[src/hw/rtl/prts_pkg.sv]
// Package for the priority round-robin task scheduler.
// Task state codes, request kinds and the controller state type.
// No dependencies.
package prts_pkg;

   localparam logic [2:0] ST_READY    = 3'd0;
   localparam logic [2:0] ST_RUNNING  = 3'd1;
   localparam logic [2:0] ST_BLOCKED  = 3'd2;
   localparam logic [2:0] ST_SLEEPING = 3'd3;

   localparam logic [1:0] KIND_TICK     = 2'd0;
   localparam logic [1:0] KIND_SCHEDULE = 2'd1;
   localparam logic [1:0] KIND_REPORT   = 2'd2;
   localparam logic [1:0] KIND_LOAD     = 2'd3;

   localparam logic [1:0] REG_TASK_COUNT  = 2'd0;
   localparam logic [1:0] REG_WAKE_TASK   = 2'd1;
   localparam logic [1:0] REG_WAKE_PERIOD = 2'd2;
   localparam logic [1:0] REG_ISR_PERIOD  = 2'd3;

   typedef enum logic [1:0] {
      FSM_IDLE,
      FSM_PREP,
      FSM_PASS_A,
      FSM_PASS_B
   } fsm_type;

endpackage

[src/hw/rtl/priority_round_robin_task_scheduler.sv]
// Top level of the priority round-robin task scheduler: APB registers,
// controller and the ring of prts_cell entries. Uses prts_pkg.
//
// The task table is a ring of MAX_TASKS cells that rotates one entry per
// cycle, while a pass runs, past a single head stage; a full turn brings it
// back in place. A tick, report or load takes one turn from start to result.
// A schedule first reduces last_chosen + 1 modulo the saturated task count
// by repeated subtraction, then takes one turn to find the best ready task
// and, when one is found, a second turn to mark it running. The result is a
// one-cycle strobe on rsp_valid; the receiver cannot stall it. busy is high
// while an item is in work.
module priority_round_robin_task_scheduler #(
   parameter int MAX_TASKS  = 16,
   parameter int SLEEP_BITS = 16
) (
   input  logic        clock,
   input  logic        reset,
   input  logic        start,
   output logic        busy,
   input  logic [1:0]  req_kind,
   input  logic [3:0]  req_task,
   input  logic [2:0]  req_new_state,
   input  logic [7:0]  req_priority,
   input  logic [15:0] req_sleep_ticks,
   output logic        rsp_valid,
   output logic        rsp_dispatch_valid,
   output logic [3:0]  rsp_dispatch_task,
   output logic [7:0]  rsp_dispatch_priority,
   output logic        rsp_timer_event,
   input  logic        psel,
   input  logic        penable,
   input  logic        pwrite,
   input  logic [3:0]  paddr,
   input  logic [31:0] pwdata,
   output logic [31:0] prdata,
   output logic        pready
);

   localparam int IW = $clog2(MAX_TASKS);
   localparam int CW = $clog2(MAX_TASKS + 1);
   localparam int LAST_RST = (MAX_TASKS < 16 ? MAX_TASKS : 16) - 1;

   // ---------------- registers ----------------
   logic [4:0] tc_ff;
   logic [3:0] wt_ff;
   logic [7:0] wp_ff, ip_ff;
   logic       wr;

   assign pready = 1'b1;
   assign wr = psel && penable && pwrite;

   always_ff @(posedge clock) begin
      if (reset) begin
         tc_ff <= 5'd16;
         wt_ff <= 4'd3;
         wp_ff <= 8'd4;
         ip_ff <= 8'd5;
      end else if (wr) begin
         unique case (paddr[3:2])
            prts_pkg::REG_TASK_COUNT:  tc_ff <= pwdata[4:0];
            prts_pkg::REG_WAKE_TASK:   wt_ff <= pwdata[3:0];
            prts_pkg::REG_WAKE_PERIOD: wp_ff <= pwdata[7:0];
            prts_pkg::REG_ISR_PERIOD:  ip_ff <= pwdata[7:0];
         endcase
      end
   end

   always_comb begin
      unique case (paddr[3:2])
         prts_pkg::REG_TASK_COUNT:  prdata = {27'd0, tc_ff};
         prts_pkg::REG_WAKE_TASK:   prdata = {28'd0, wt_ff};
         prts_pkg::REG_WAKE_PERIOD: prdata = {24'd0, wp_ff};
         prts_pkg::REG_ISR_PERIOD:  prdata = {24'd0, ip_ff};
      endcase
   end

   // saturated active count
   logic [CW-1:0] cnt;
   always_comb begin
      priority if (tc_ff == 5'd0) cnt = CW'(1);
      else if (32'(tc_ff) > MAX_TASKS) cnt = CW'(MAX_TASKS);
      else cnt = CW'(tc_ff);
   end

   // ---------------- ring ----------------
   logic [2:0]            st_q   [MAX_TASKS];
   logic [7:0]            prio_q [MAX_TASKS];
   logic [SLEEP_BITS-1:0] sl_q   [MAX_TASKS];
   logic [2:0]            h_st;
   logic [7:0]            h_prio;
   logic [SLEEP_BITS-1:0] h_sl;
   logic                  shift;

   for (genvar i = 0; i < MAX_TASKS; i++) begin : g_cell
      if (i == MAX_TASKS - 1) begin : g_tail
         prts_cell #(.SLEEP_BITS(SLEEP_BITS)) u_cell (
            .clock(clock), .reset(reset), .shift(shift),
            .st_in(h_st), .prio_in(h_prio), .sl_in(h_sl),
            .st_out(st_q[i]), .prio_out(prio_q[i]), .sl_out(sl_q[i]));
      end else begin : g_mid
         prts_cell #(.SLEEP_BITS(SLEEP_BITS)) u_cell (
            .clock(clock), .reset(reset), .shift(shift),
            .st_in(st_q[i+1]), .prio_in(prio_q[i+1]), .sl_in(sl_q[i+1]),
            .st_out(st_q[i]), .prio_out(prio_q[i]), .sl_out(sl_q[i]));
      end
   end

   // ---------------- controller ----------------
   prts_pkg::fsm_type     fsm_ff, fsm_in;
   logic [IW-1:0]         k_ff, k_in;
   logic [CW-1:0]         r_ff, r_in;
   logic [IW-1:0]         last_ff, last_in;
   logic [7:0]            wph_ff, wph_in, iph_ff, iph_in;
   logic                  wfire_ff, wfire_in, tev_ff, tev_in;
   logic [1:0]            kind_ff;
   logic [3:0]            task_ff;
   logic [2:0]            nst_ff;
   logic [7:0]            prq_ff;
   logic [SLEEP_BITS-1:0] slq_ff;
   logic                  any_ff, any_in, hiv_ff, hiv_in, lov_ff, lov_in;
   logic [IW-1:0]         hi_ff, hi_in, lo_ff, lo_in;
   logic [7:0]            best_ff, best_in;
   logic                  ov_ff, ov_in, odv_ff, odv_in, otev_ff, otev_in;
   logic [3:0]            otask_ff, otask_in;
   logic [7:0]            oprio_ff, oprio_in;

   logic          accept, last_step, active, at_req, ge_s;
   logic [IW-1:0] chosen;
   logic [31:0]   slx;
   logic [7:0]    wp, ip, wph_nx, iph_nx;

   assign accept    = start && !busy;
   assign busy      = fsm_ff != prts_pkg::FSM_IDLE;
   assign shift     = fsm_ff == prts_pkg::FSM_PASS_A || fsm_ff == prts_pkg::FSM_PASS_B;
   assign last_step = k_ff == IW'(MAX_TASKS - 1);
   assign active    = CW'(k_ff) < cnt;
   assign at_req    = 32'(k_ff) == 32'(task_ff);
   assign ge_s      = CW'(k_ff) >= r_ff;
   assign chosen    = hiv_ff ? hi_ff : lo_ff;
   assign slx       = {16'd0, req_sleep_ticks};
   assign wp        = (wp_ff == 8'd0) ? 8'd1 : wp_ff;
   assign ip        = (ip_ff == 8'd0) ? 8'd1 : ip_ff;
   assign wph_nx    = wph_ff + 8'd1;
   assign iph_nx    = iph_ff + 8'd1;

   always_ff @(posedge clock) begin
      if (reset) begin
         fsm_ff  <= prts_pkg::FSM_IDLE;
         k_ff    <= '0;
         last_ff <= IW'(LAST_RST);
         wph_ff  <= '0;
         iph_ff  <= '0;
         ov_ff   <= 1'b0;
      end else begin
         fsm_ff  <= fsm_in;
         k_ff    <= k_in;
         last_ff <= last_in;
         wph_ff  <= wph_in;
         iph_ff  <= iph_in;
         ov_ff   <= ov_in;
      end
   end

   always_ff @(posedge clock) begin
      if (reset) kind_ff <= prts_pkg::KIND_TICK;
      else if (accept) kind_ff <= req_kind;
      if (accept) begin
         task_ff <= req_task;
         nst_ff  <= req_new_state;
         prq_ff  <= req_priority;
         slq_ff  <= slx[SLEEP_BITS-1:0];
      end
      r_ff     <= r_in;
      wfire_ff <= wfire_in;
      tev_ff   <= tev_in;
      any_ff   <= any_in;
      hiv_ff   <= hiv_in;
      lov_ff   <= lov_in;
      hi_ff    <= hi_in;
      lo_ff    <= lo_in;
      best_ff  <= best_in;
      odv_ff   <= odv_in;
      otev_ff  <= otev_in;
      otask_ff <= otask_in;
      oprio_ff <= oprio_in;
   end

   // head stage: entry leaving cell 0 is index k_ff
   always_comb begin
      h_st   = st_q[0];
      h_prio = prio_q[0];
      h_sl   = sl_q[0];
      if (fsm_ff == prts_pkg::FSM_PASS_B) begin
         if (k_ff == chosen) h_st = prts_pkg::ST_RUNNING;
      end else begin
         unique case (kind_ff)
            prts_pkg::KIND_TICK: begin
               if (active && st_q[0] == prts_pkg::ST_SLEEPING) begin
                  if (sl_q[0] <= SLEEP_BITS'(1)) begin
                     h_st = prts_pkg::ST_READY;
                     h_sl = '0;
                  end else begin
                     h_sl = sl_q[0] - SLEEP_BITS'(1);
                  end
               end
               // blocked tasks are not touched by the sleep update
               if (wfire_ff && 32'(k_ff) == 32'(wt_ff) && st_q[0] == prts_pkg::ST_BLOCKED)
                  h_st = prts_pkg::ST_READY;
            end
            prts_pkg::KIND_SCHEDULE: ;
            prts_pkg::KIND_REPORT: begin
               if (at_req) begin
                  h_st = (nst_ff == prts_pkg::ST_RUNNING) ? prts_pkg::ST_READY : nst_ff;
                  if (nst_ff == prts_pkg::ST_SLEEPING) h_sl = slq_ff;
               end
            end
            prts_pkg::KIND_LOAD: begin
               if (at_req) begin
                  h_st   = nst_ff;
                  h_prio = prq_ff;
                  h_sl   = slq_ff;
               end
            end
         endcase
      end
   end

   always_comb begin
      fsm_in   = fsm_ff;
      k_in     = k_ff;
      r_in     = r_ff;
      last_in  = last_ff;
      wph_in   = wph_ff;
      iph_in   = iph_ff;
      wfire_in = wfire_ff;
      tev_in   = tev_ff;
      any_in   = any_ff;
      hiv_in   = hiv_ff;
      lov_in   = lov_ff;
      hi_in    = hi_ff;
      lo_in    = lo_ff;
      best_in  = best_ff;
      ov_in    = 1'b0;
      odv_in   = 1'b0;
      otev_in  = 1'b0;
      otask_in = '0;
      oprio_in = '0;
      unique case (fsm_ff)
         prts_pkg::FSM_IDLE: begin
            k_in   = '0;
            any_in = 1'b0;
            hiv_in = 1'b0;
            lov_in = 1'b0;
            r_in   = CW'(last_ff) + CW'(1);
            wfire_in = 1'b0;
            tev_in   = 1'b0;
            if (accept) begin
               if (req_kind == prts_pkg::KIND_TICK) begin
                  if (wph_nx >= wp) begin
                     wph_in   = '0;
                     wfire_in = (32'(wt_ff) < MAX_TASKS);
                  end else begin
                     wph_in = wph_nx;
                  end
                  if (iph_nx >= ip) begin
                     iph_in = '0;
                     tev_in = 1'b1;
                  end else begin
                     iph_in = iph_nx;
                  end
               end
               fsm_in = (req_kind == prts_pkg::KIND_SCHEDULE) ? prts_pkg::FSM_PREP
                                                              : prts_pkg::FSM_PASS_A;
            end
         end
         prts_pkg::FSM_PREP: begin
            // start index = (last_chosen + 1) mod count, one subtract a cycle
            if (r_ff >= cnt) r_in = r_ff - cnt;
            else fsm_in = prts_pkg::FSM_PASS_A;
         end
         prts_pkg::FSM_PASS_A: begin
            k_in = k_ff + IW'(1);
            if (kind_ff == prts_pkg::KIND_SCHEDULE && active &&
                st_q[0] == prts_pkg::ST_READY) begin
               if (!any_ff || prio_q[0] > best_ff) begin
                  any_in  = 1'b1;
                  best_in = prio_q[0];
                  hiv_in  = ge_s;
                  lov_in  = !ge_s;
                  hi_in   = k_ff;
                  lo_in   = k_ff;
               end else if (prio_q[0] == best_ff) begin
                  if (ge_s && !hiv_ff) begin
                     hiv_in = 1'b1;
                     hi_in  = k_ff;
                  end
                  if (!ge_s && !lov_ff) begin
                     lov_in = 1'b1;
                     lo_in  = k_ff;
                  end
               end
            end
            if (last_step) begin
               // ring is back in place: index count restarts for the next turn
               k_in = '0;
               if (kind_ff == prts_pkg::KIND_SCHEDULE && any_in) begin
                  fsm_in = prts_pkg::FSM_PASS_B;
               end else begin
                  fsm_in  = prts_pkg::FSM_IDLE;
                  ov_in   = 1'b1;
                  otev_in = (kind_ff == prts_pkg::KIND_TICK) && tev_ff;
               end
            end
         end
         prts_pkg::FSM_PASS_B: begin
            k_in = k_ff + IW'(1);
            if (last_step) begin
               fsm_in   = prts_pkg::FSM_IDLE;
               last_in  = chosen;
               ov_in    = 1'b1;
               odv_in   = 1'b1;
               otask_in = 4'(32'(chosen));
               oprio_in = best_ff;
            end
         end
      endcase
   end

   assign rsp_valid             = ov_ff;
   assign rsp_dispatch_valid    = ov_ff && odv_ff;
   assign rsp_dispatch_task     = ov_ff ? otask_ff : 4'd0;
   assign rsp_dispatch_priority = ov_ff ? oprio_ff : 8'd0;
   assign rsp_timer_event       = ov_ff && otev_ff;

endmodule

[src/hw/rtl/prts_cell.sv]
// One task table entry of the scheduler ring: state, priority, sleep count.
// Shifts its entry on to the neighbour when shift is high. Uses prts_pkg.
module prts_cell #(
   parameter int SLEEP_BITS = 16
) (
   input  logic                  clock,
   input  logic                  reset,
   input  logic                  shift,
   input  logic [2:0]            st_in,
   input  logic [7:0]            prio_in,
   input  logic [SLEEP_BITS-1:0] sl_in,
   output logic [2:0]            st_out,
   output logic [7:0]            prio_out,
   output logic [SLEEP_BITS-1:0] sl_out
);

   logic [2:0]            st_ff;
   logic [7:0]            prio_ff;
   logic [SLEEP_BITS-1:0] sl_ff;

   always_ff @(posedge clock) begin
      if (reset) begin
         st_ff   <= prts_pkg::ST_BLOCKED;
         prio_ff <= '0;
         sl_ff   <= '0;
      end else if (shift) begin
         st_ff   <= st_in;
         prio_ff <= prio_in;
         sl_ff   <= sl_in;
      end
   end

   assign st_out   = st_ff;
   assign prio_out = prio_ff;
   assign sl_out   = sl_ff;

endmodule

[config.mk]
export PLATFORM = sky130hd
export DESIGN_NAME = priority_round_robin_task_scheduler
export DESIGN_NICKNAME = d
export VERILOG_FILES = /design/src/hw/rtl/prts_pkg.sv /design/src/hw/rtl/priority_round_robin_task_scheduler.sv /design/src/hw/rtl/prts_cell.sv
export SDC_FILE = /design/constraint.sdc
export NUM_CORES = 1
export LEC_CHECK = 0
export ABC_CLOCK_PERIOD_IN_PS = 4300
export CAP_MARGIN = 20
export CORE_MARGIN = 2
export CORE_UTILIZATION = 35
export CTS_CLUSTER_DIAMETER = 120
export DETAILED_ROUTE_END_ITERATION = 16
export DONT_BUFFER_PORTS = 1
export SYNTH_ARGS = -nofsm -noshare
export SYNTH_HDL_FRONTEND = slang
export SYNTH_SLANG_ARGS = --single-unit
[constraint.sdc]
create_clock -name clock -period 4.3 [get_ports clock]
set_input_delay 0.86 -clock clock [delete_from_list [all_inputs] [get_ports clock]]
set_output_delay 0.86 -clock clock [all_outputs]
set_load 0.01 [all_outputs]
# Word-level counts from Yosys, hierarchy flattened
# Cells that the tools add are included.
# totals
output_inout_bits	49
input_bits	75
wordCells	237
reg_bits	557
# op_classes
n_reduce_logical	51
addsub	6
n_bitwise	2
eq_ne	28
mux	66
n_lt_le_gt_ge	8
# ops
operator	count
$pmux 32 s4	1
$mux 16	6
$mux 8	8
$pmux 16 s3	1
$mux 4	9
$mux 3	8
$reduce_and 4->1	5
$add 8x1->8 const B	2
$ge 8x8->1	2
$le 16x1->1 const B	1
$logic_not 8->1	2
$mux 1	16
$sub 16x1->16 const B	1
$mux 5	3
$logic_and 1x1->1	14
$reduce_and 2->1	7
$eq 2x2->1 const B	6
$eq 4x4->1	3
$mux 2	6
$pmux 4 s3	1
$reduce_bool 2->1	6
$ne 2x2->1 const B	5
$pmux 5 s2	1
$eq 3x2->1 const B	3
26 further kinds	44

# Depth between registers and ports, before layout
# Gate-level depths: netlist of run 1.
# depth
word_depth	12
depth_mapped	10
ltp_nobuf	10

# Hierarchy
# From an unflattened synthesis of run 1, not the netlist that was laid out.
# hier_totals
hier_cells	2157
hier_area_um2	22965.8
# modules_own_cells
module	cells_per_inst	area_per_inst_um2	seq_area_each_um2	n_inst
prts_cell	87	979.7	540.5	16
priority_round_robin_task_scheduler	765	7290.7	3072.9	1

# Worst setup path after synthesis of run 1
# Ideal clock, no wire load.
# synth_path
path_type	input-to-output
startpoint	in paddr[2]
endpoint	out prdata[0]
setup_slack_ps	1604
t_arrival_ps	1836
cell_stages	2
path_buffers	1
required_time_ps	3440
path_cell_list	buf_1 -> mux4_2
# synth_between
elab_chain_len	2
word_cells_on_any_way	5
cone_classes	3 x eq/ne; 1 x mux; 1 x reduce/logical
# synth_lines
item	line	text
start: declaration	priority_round_robin_task_scheduler.sv:33	input logic [3:0] paddr,
$eq 2x2->1, or another cell as far along	priority_round_robin_task_scheduler.sv:69	unique case (paddr[3:2])
$pmux 32 s4 (*)	priority_round_robin_task_scheduler.sv:69	
end: declaration	priority_round_robin_task_scheduler.sv:35	output logic [31:0] prdata,
# Every way passes the cells marked *; elsewhere a longest branch is shown, timed or not. The select of a mux whose other input is x is not followed.

# Worst setup path in the final report of run 1
# layout_path
startpoint	reg tc_ff[4]
endpoint	reg g_cell[15].g_tail.u_cell.sl_ff[14]
# layout_between
elab_chain_len	8
word_cells_on_any_way	9
cone_classes	2 x order compare; 5 x mux; 2 x reduce/logical
# layout_lines
item	line	text
start: declaration	priority_round_robin_task_scheduler.sv:44	logic [4:0] tc_ff;
start signal: assignment	priority_round_robin_task_scheduler.sv:60	prts_pkg::REG_TASK_COUNT: tc_ff <= pwdata[4:0];
$gt 5x5->1	priority_round_robin_task_scheduler.sv:81	else if (32'(tc_ff) > MAX_TASKS) cnt = CW'(MAX_TASKS);
$mux 5	priority_round_robin_task_scheduler.sv:81	
$mux 5 (*)	priority_round_robin_task_scheduler.sv:80	priority if (tc_ff == 5'd0) cnt = CW'(1);
$lt 4x5->1 (*)	priority_round_robin_task_scheduler.sv:136	assign active = CW'(k_ff) < cnt;
$logic_and 1x1->1 (*)	priority_round_robin_task_scheduler.sv:198	if (active && st_q[0] == prts_pkg::ST_SLEEPING) begin
$mux 16 (*)	priority_round_robin_task_scheduler.sv:198	
$pmux 16 s3 (*)	priority_round_robin_task_scheduler.sv:196	unique case (kind_ff)
$mux 16 (*)	priority_round_robin_task_scheduler.sv:193	if (fsm_ff == prts_pkg::FSM_PASS_B) begin
end signal: assignment	prts_cell.sv:29	sl_ff <= sl_in;
end: declaration	prts_cell.sv:19	logic [SLEEP_BITS-1:0] sl_ff;
# Every way passes the cells marked *; elsewhere a longest branch is shown, timed or not.
# A chain may end at the register's enable or synchronous reset.

==> results.tsv, run 1 <==
metric	value	unit
synth-simple-area-share	13.76	%
status	complete, but fails checks	
cts_buffer_depth	3	
cts_setup_buffers	0	
synth_compound_area_share	5.145	%
cp-start-kind	flip-flop	
synthCells	2183	
worstSkewPairLatency	0.60	ns
final-setup-viol-count	0	
fin_crit_sh	73.42	%
synth_commonest_cells	500 x dfxtp_1, 471 x nor2_1, 444 x mux2i_1, 99 x nand2_1, 75 x clkbuf_1	
finalSetupTns	0	ns
cp-end-kind	flip-flop	
final_hold_viol_count	0	
cts_resized	0	
sw_frac_of_total	23.70	%
synth-main-ff-cell	dfxtp_1	
ys_ff_latch	557	
switching_power	2628	uW
grt_pass1_vias	13871	
slowest_delay	0.70	ns
arrival	3.64	ns
fin_skew	0.01921	ns
wire_per_inst	14.32	um
antenna_found_initial	11	
max_slew_margin	-6.323	%
route.detailed.drc	0	
regToRegEndpoint	g_cell[15].g_tail.u_cell.sl_out[14]	
synth_cell_types	72	
hold_path_class	in2reg	
yosysSeqAreaShare	52.45	%
grt_pass1_wl	71.75	mm
comb_power_share	8.7	%
start_util	35.43	%
area_delta_synth_final	10.67	%
min_to	g_cell[15].g_tail.u_cell.prio_out[1]	
drive_gt1_share	5.720	%
cts_tree	built	
synth_edf_count	57	
path_class	reg2reg	
dieArea	0.06589	mm2
async_flop_share	0	%
p_clk_share	42.1	%
grt_overflow	0	
yosys.area.top_type	dfxtp_1	
cp_max_fo	10	
irDropWorstVdd	293.0	uV
num_rows	92	
num_vias	14565	
htree_levels	2	
hold_start	reset	
layout.nets	2244	
dp_hpwl	27.74	mm
first_pass_iters	5	
slew_viol_final	118	
syn-cell-area	0.02235	mm2
cts_inserted_buffers	54	
worst_pin_slew	1.595	ns
via_per_inst	4.818	
synth_top_family_by_area	multiplexers	
synth_most_common_cell	dfxtp_1	
ys_warn_count	0	
timing.fmax	316.8	MHz
synth_area_leaders	dfxtp_1 45%, mux2i_1 20%, nor2_1 7.9%	
cts_root_buf	clkbuf_16	
intPower	8464	uW
die_w	256.7	um
violations	slew limit	
r2r_slack	1.14	ns
ant_nets	0	
routed_wirelength	43.30	mm
whs	0.3394	ns
core_area	0.06308	mm2
p_per_area	448.5	mW/mm2
min_period	3.157	ns
drt-initial-drc-count	1078	
crit_slowest_cell	a21oi_1	
pin_count	124	
cts_sinks	557	
grt_max_degree	438	
p_leak	0.009642	uW
cp.required	4.78	ns
die-height	256.7	um
reg2reg_from	tc_ff[4]	
drv_cap	0	
io_buffers	0	
ctsHoldBuffers	0	
stdcell_count	3023	
synthXorXnorAreaFrac	1.724	%
fillers	6166	
synth_area_per_cell	10.24	um2
rsz0062_at_grt	no	
synth-adder-area-share	2.441	%
dp_cells	2916	
ff2ff_path_depth	9	
gp_congestion	0.8558	
track_usage	12.96	%
total_power	11090	uW
clkSlewWorstSetupHoldPaths	0.07	ns
path_cells	inv_1, nand2_1, ha_1, nand4b_1, o31ai_2, nor2_1, a21oi_1, o21ai_0, o32ai_1	
synthMuxAreaShare	20.64	%
synth_top_area_share	44.79	%
holdPathStages	1	
seq_power_share	49.2	%
## cell usage in the layout (no fill, tap or decap), drive strengths merged, types with 26 or more instances in the layout
master | netlist | routed
edfxtp | 57 | 57
dfxtp | 500 | 500
inv | 43 | 45
clkbuf | 75 | 76
ha | 42 | 42
o21ai | 27 | 27
mux2i | 444 | 444
nor3 | 41 | 41
nor2 | 472 | 472
a21oi | 26 | 26
nand2 | 100 | 100
## flip-flops by register name, summed over array words and instances (netlist names), 8 cells and up
register                       count
g_cell.g_mid.u_cell.sl_out       240
g_cell.g_mid.u_cell.prio_out     120
g_cell.g_mid.u_cell.st_out        45
g_cell.g_tail.u_cell.sl_out       16
slq_ff                            16
best_ff                            8
g_cell.g_tail.u_cell.prio_out      8
ip_ff                              8
iph_ff                             8
oprio_ff                           8
prq_ff                             8
wp_ff                              8
wph_ff                             8
## cells by family after synthesis
logic type	count (synthesis)
AND/OR/NAND/NOR	725
flip-flops	557
multiplexers	455
buffers and inverters	197
AO/OA/AOI/OAI	160
XOR/XNOR	44
adder cells (fa/ha/maj)	43
other	2
## how the worst max path moves through the flow
| stage | from | to | slack (ns) |
|---|---|---|---|
| floorplan | paddr[2] | prdata[0] | 1.60 |
| global placement | tc_ff[4] | g_cell[15].g_tail.u_cell.sl_out[14] | 1.22 |
| detailed placement | tc_ff[4] | g_cell[15].g_tail.u_cell.sl_out[14] | 1.15 |
| CTS | tc_ff[4] | g_cell[15].g_tail.u_cell.sl_out[14] | 1.12 |
| global route | fsm_ff[1] | iph_ff[6] | 0.91 |
| finish | tc_ff[4] | g_cell[15].g_tail.u_cell.sl_out[14] | 1.14 |
## per-stage QoR
step / cell area (um2) / setup slack [ns] / util [%]
global route: 24730 / 0.9056 / 39.20
CTS: 24710 / 1.118 / 39.17
global placement: 22950 / 1.219 / 36.38
floorplan: 22440 / 1.604 / -
finish: 24730 / 1.143 / 39.21
detailed placement: 22950 / 1.150 / 36.38
## power by group through the flow
stage / Sequential [uW] / Clock (uW) / Combinational, uW
floorplan: 5510 / 0 / 926
global placement: 5570 / 0 / 963
detailed placement: 5570 / 0 / 973
CTS: 5460 / 4830 / 975
global route: 5470 / 5020 / 1050
finish: 5460 / 4670 / 968
## routing by layer
layer	vias to the layer above	wire length (um)	global-route usage, %
met2	216	19640	20.38
met5	-	0	0
met4	0	1080	5.152
li1	7368	-	-
met3	75	1877	2.145
met1	6906	20710	17.72
## critical path: cells and delay by family, from the launching register on
kind | cells | cell delay (ns)
simple gates | 3 | 0.59
fa+ha+maj | 1 | 0.30
buf+inv | 1 | 0.14
compound gates | 4 | 1.65
flops | 1 | 0.37
## cell type report
| cell class | count | area [um2] | share of cell area, % |
|---|---|---|---|
| diodes | 9 | 22.52 | 0.09106 |
| multi-input cells | 1452 | 9863 | 39.88 |
| inverters | 45 | 168.9 | 0.6829 |
| clock inverters | 22 | 219.0 | 0.8853 |
| clock buffers | 76 | 1544 | 6.242 |
| repair buffers | 16 | 132.6 | 0.5362 |
| well taps | 846 | 1059 | 4.280 |
| flip-flops and latches | 557 | 11730 | 47.40 |
Note: power is estimated with default switching activity, not from simulation.
==> run 2: changes to the inputs <==
--- a/config.mk
+++ b/config.mk
@@ -5,7 +5,7 @@
 export SDC_FILE = /design/constraint.sdc
 export NUM_CORES = 1
 export LEC_CHECK = 0
-export ABC_CLOCK_PERIOD_IN_PS = 4300
+export ABC_CLOCK_PERIOD_IN_PS = 2720
 export CAP_MARGIN = 20
 export CORE_MARGIN = 2
 export CORE_UTILIZATION = 35
==> constraint.sdc (replaced) <==
create_clock -name clock -period 2.72 [get_ports clock]
set_input_delay 0.544 -clock clock [delete_from_list [all_inputs] [get_ports clock]]
set_output_delay 0.544 -clock clock [all_outputs]
set_load 0.01 [all_outputs]
==> results.tsv, run 2 (synthesized netlist as in run 1, its figures left out) <==
metric	value	unit
die_w	256.7	um
regToRegEndpoint	wfire_ff	
ff2ff_path_depth	9	
grt_pass1_wl	73.55	mm
dp_cells	2959	
fin_crit_sh	94.84	%
final_hold_viol_count	0	
seq_power_share	48.2	%
grt_max_degree	327	
p_per_area	698.0	mW/mm2
fin_skew	0.01264	ns
comb_power_share	9.6	%
drv_cap	0	
io_buffers	0	
htree_levels	2	
cts_inserted_buffers	55	
area_delta_synth_final	14.30	%
switching_power	4292	uW
slowest_delay	0.39	ns
p_leak	0.01006	uW
cp.required	3.06	ns
intPower	13540	uW
final-setup-viol-count	0	
critical_path.endpoint	wfire_ff	
cp-start-kind	flip-flop	
cp_max_fo	4	
via_per_inst	4.810	
die-height	256.7	um
cts_buffer_depth	3	
busiest_layer	met2	
antenna_found_initial	3	
dpl_cell_area	0.02332	mm2
p_clk_share	42.2	%
timing.fmax	387.7	MHz
cp-end-kind	flip-flop	
crit_buf_inv	0	
drt-initial-drc-count	959	
sw_frac_of_total	24.07	%
hold_path_class	in2reg	
finish.instance_area	0.02555	mm2
cts_sinks	557	
clkSlewWorstSetupHoldPaths	0.06	ns
drive_gt1_share	7.952	%
arrival	2.92	ns
status	finished, final reports clean	
irDropWorstVdd	469.2	uV
path_class	reg2reg	
routed_wirelength	44.66	mm
wire_per_inst	14.42	um
gr-usage-met1	18.14	%
core_area	0.06308	mm2
use_met2	21.29	%
crit_cells	9	
num_rows	92	
crit_top_cell	and3_1	
grt_util_met3	2.204	%
route.detailed.drc	0	
whs	0.07504	ns
post-route-util	40.50	%
finalSetupTns	0	ns
crit_family	compound AO/OA/AOI/OAI gates	
min_period	2.580	ns
dieArea	0.06589	mm2
gp_congestion	0.8380	
dp_hpwl	28.18	mm
crit_path_start	wph_ff[0]	
worst_pin_slew	0.9925	ns
path_cells	ha_2, and3_1, nand3_1, xnor2_1, ha_1, and3_1, a221oi_2, a21boi_0, o21a_1	
grt_overflow	0	
worstSkewPairLatency	0.61	ns
start_util	35.43	%
pin_count	124	
final_cell_mix	499 x dfxtp_1, 470 x nor2_1, 444 x mux2i_1	
crit_slowest_cell	dfxtp_1	
ant_nets	0	
first_pass_iters	5	
reg2reg_from	wph_ff[0]	
cts_setup_buffers	0	
cts_tree	built	
r2r_slack	0.14	ns
max_slew_margin	33.83	%
grt_pass1_vias	14482	
layout.nets	2323	
mostFrequentLayoutCell	dfxtp_1	
cts_root_buf	clkbuf_16	
largest_register_ffs	240	
slew_viol_final	0	
fillers	6187	
stdcell_count	3098	
num_vias	14900	
track_usage	13.30	%
[run 2: timing repair]
action | CTS | global route
setup endpoints to repair | 0 | 31
hold buffers | 35 | 0
gates resized for setup | 0 | 11
endpoints found under the hold margin | 32 | 0
[run 2: metal layers]
metal  up-vias  routed length [um]
met5         -                  23
met4         4                1098
met3        93                1739
met2       258               20280
met1      7027               21520
li1       7518                   -
[run 2: stage by stage]
stage | total power [uW] | setup WS, ns
2_1_floorplan | 10170 | 0.3403
3_5_place_dp | 10400 | 0.09312
6_report | 17830 | 0.1404
5_1_grt | 18530 | -0.01199
4_1_cts | 18070 | 0.09804
3_3_place_gp | 10380 | 0.04812
[run 2: cell type report]
cell class	instances	area [um2]	area share (%)
timing repair buffer	94	883.3	3.458
clock buffer	77	1529	5.985
inverter	45	168.9	0.6612
tap	846	1059	4.144
antenna	1	2.502	0.009796
sequential	557	11730	45.90
clock inverter	26	266.5	1.043
multi-input combinational	1452	9912	38.80
[run 2: power by group through the flow]
stage          registers [uW]  logic (uW)  clock network [uW]
5_1_grt                  8610        1830                8080
3_5_place_dp             8780        1620                   0
4_1_cts                  8600        1700                7760
2_1_floorplan            8700        1460                   0
6_report                 8600        1710                7520
3_3_place_gp             8770        1600                   0
[run 2: how the worst min path moves through the flow]
stage / from / to / slack, ns / cells past startpoint
floorplan: g_cell[15].g_tail.u_cell.sl_out[8] / g_cell[15].g_tail.u_cell.sl_out[8] / 0.44 / 2
global placement: g_cell[15].g_tail.u_cell.st_out[0] / g_cell[15].g_tail.u_cell.st_out[0] / 0.45 / 1
detailed placement: g_cell[12].g_mid.u_cell.st_out[1] / g_cell[12].g_mid.u_cell.st_out[1] / 0.46 / 2
CTS: reset / g_cell[2].g_mid.u_cell.prio_out[1] / 0.03 / 1
global route: reset / g_cell[2].g_mid.u_cell.prio_out[1] / 0.04 / 1
finish: pwdata[0] / ip_ff[0] / 0.08 / 2
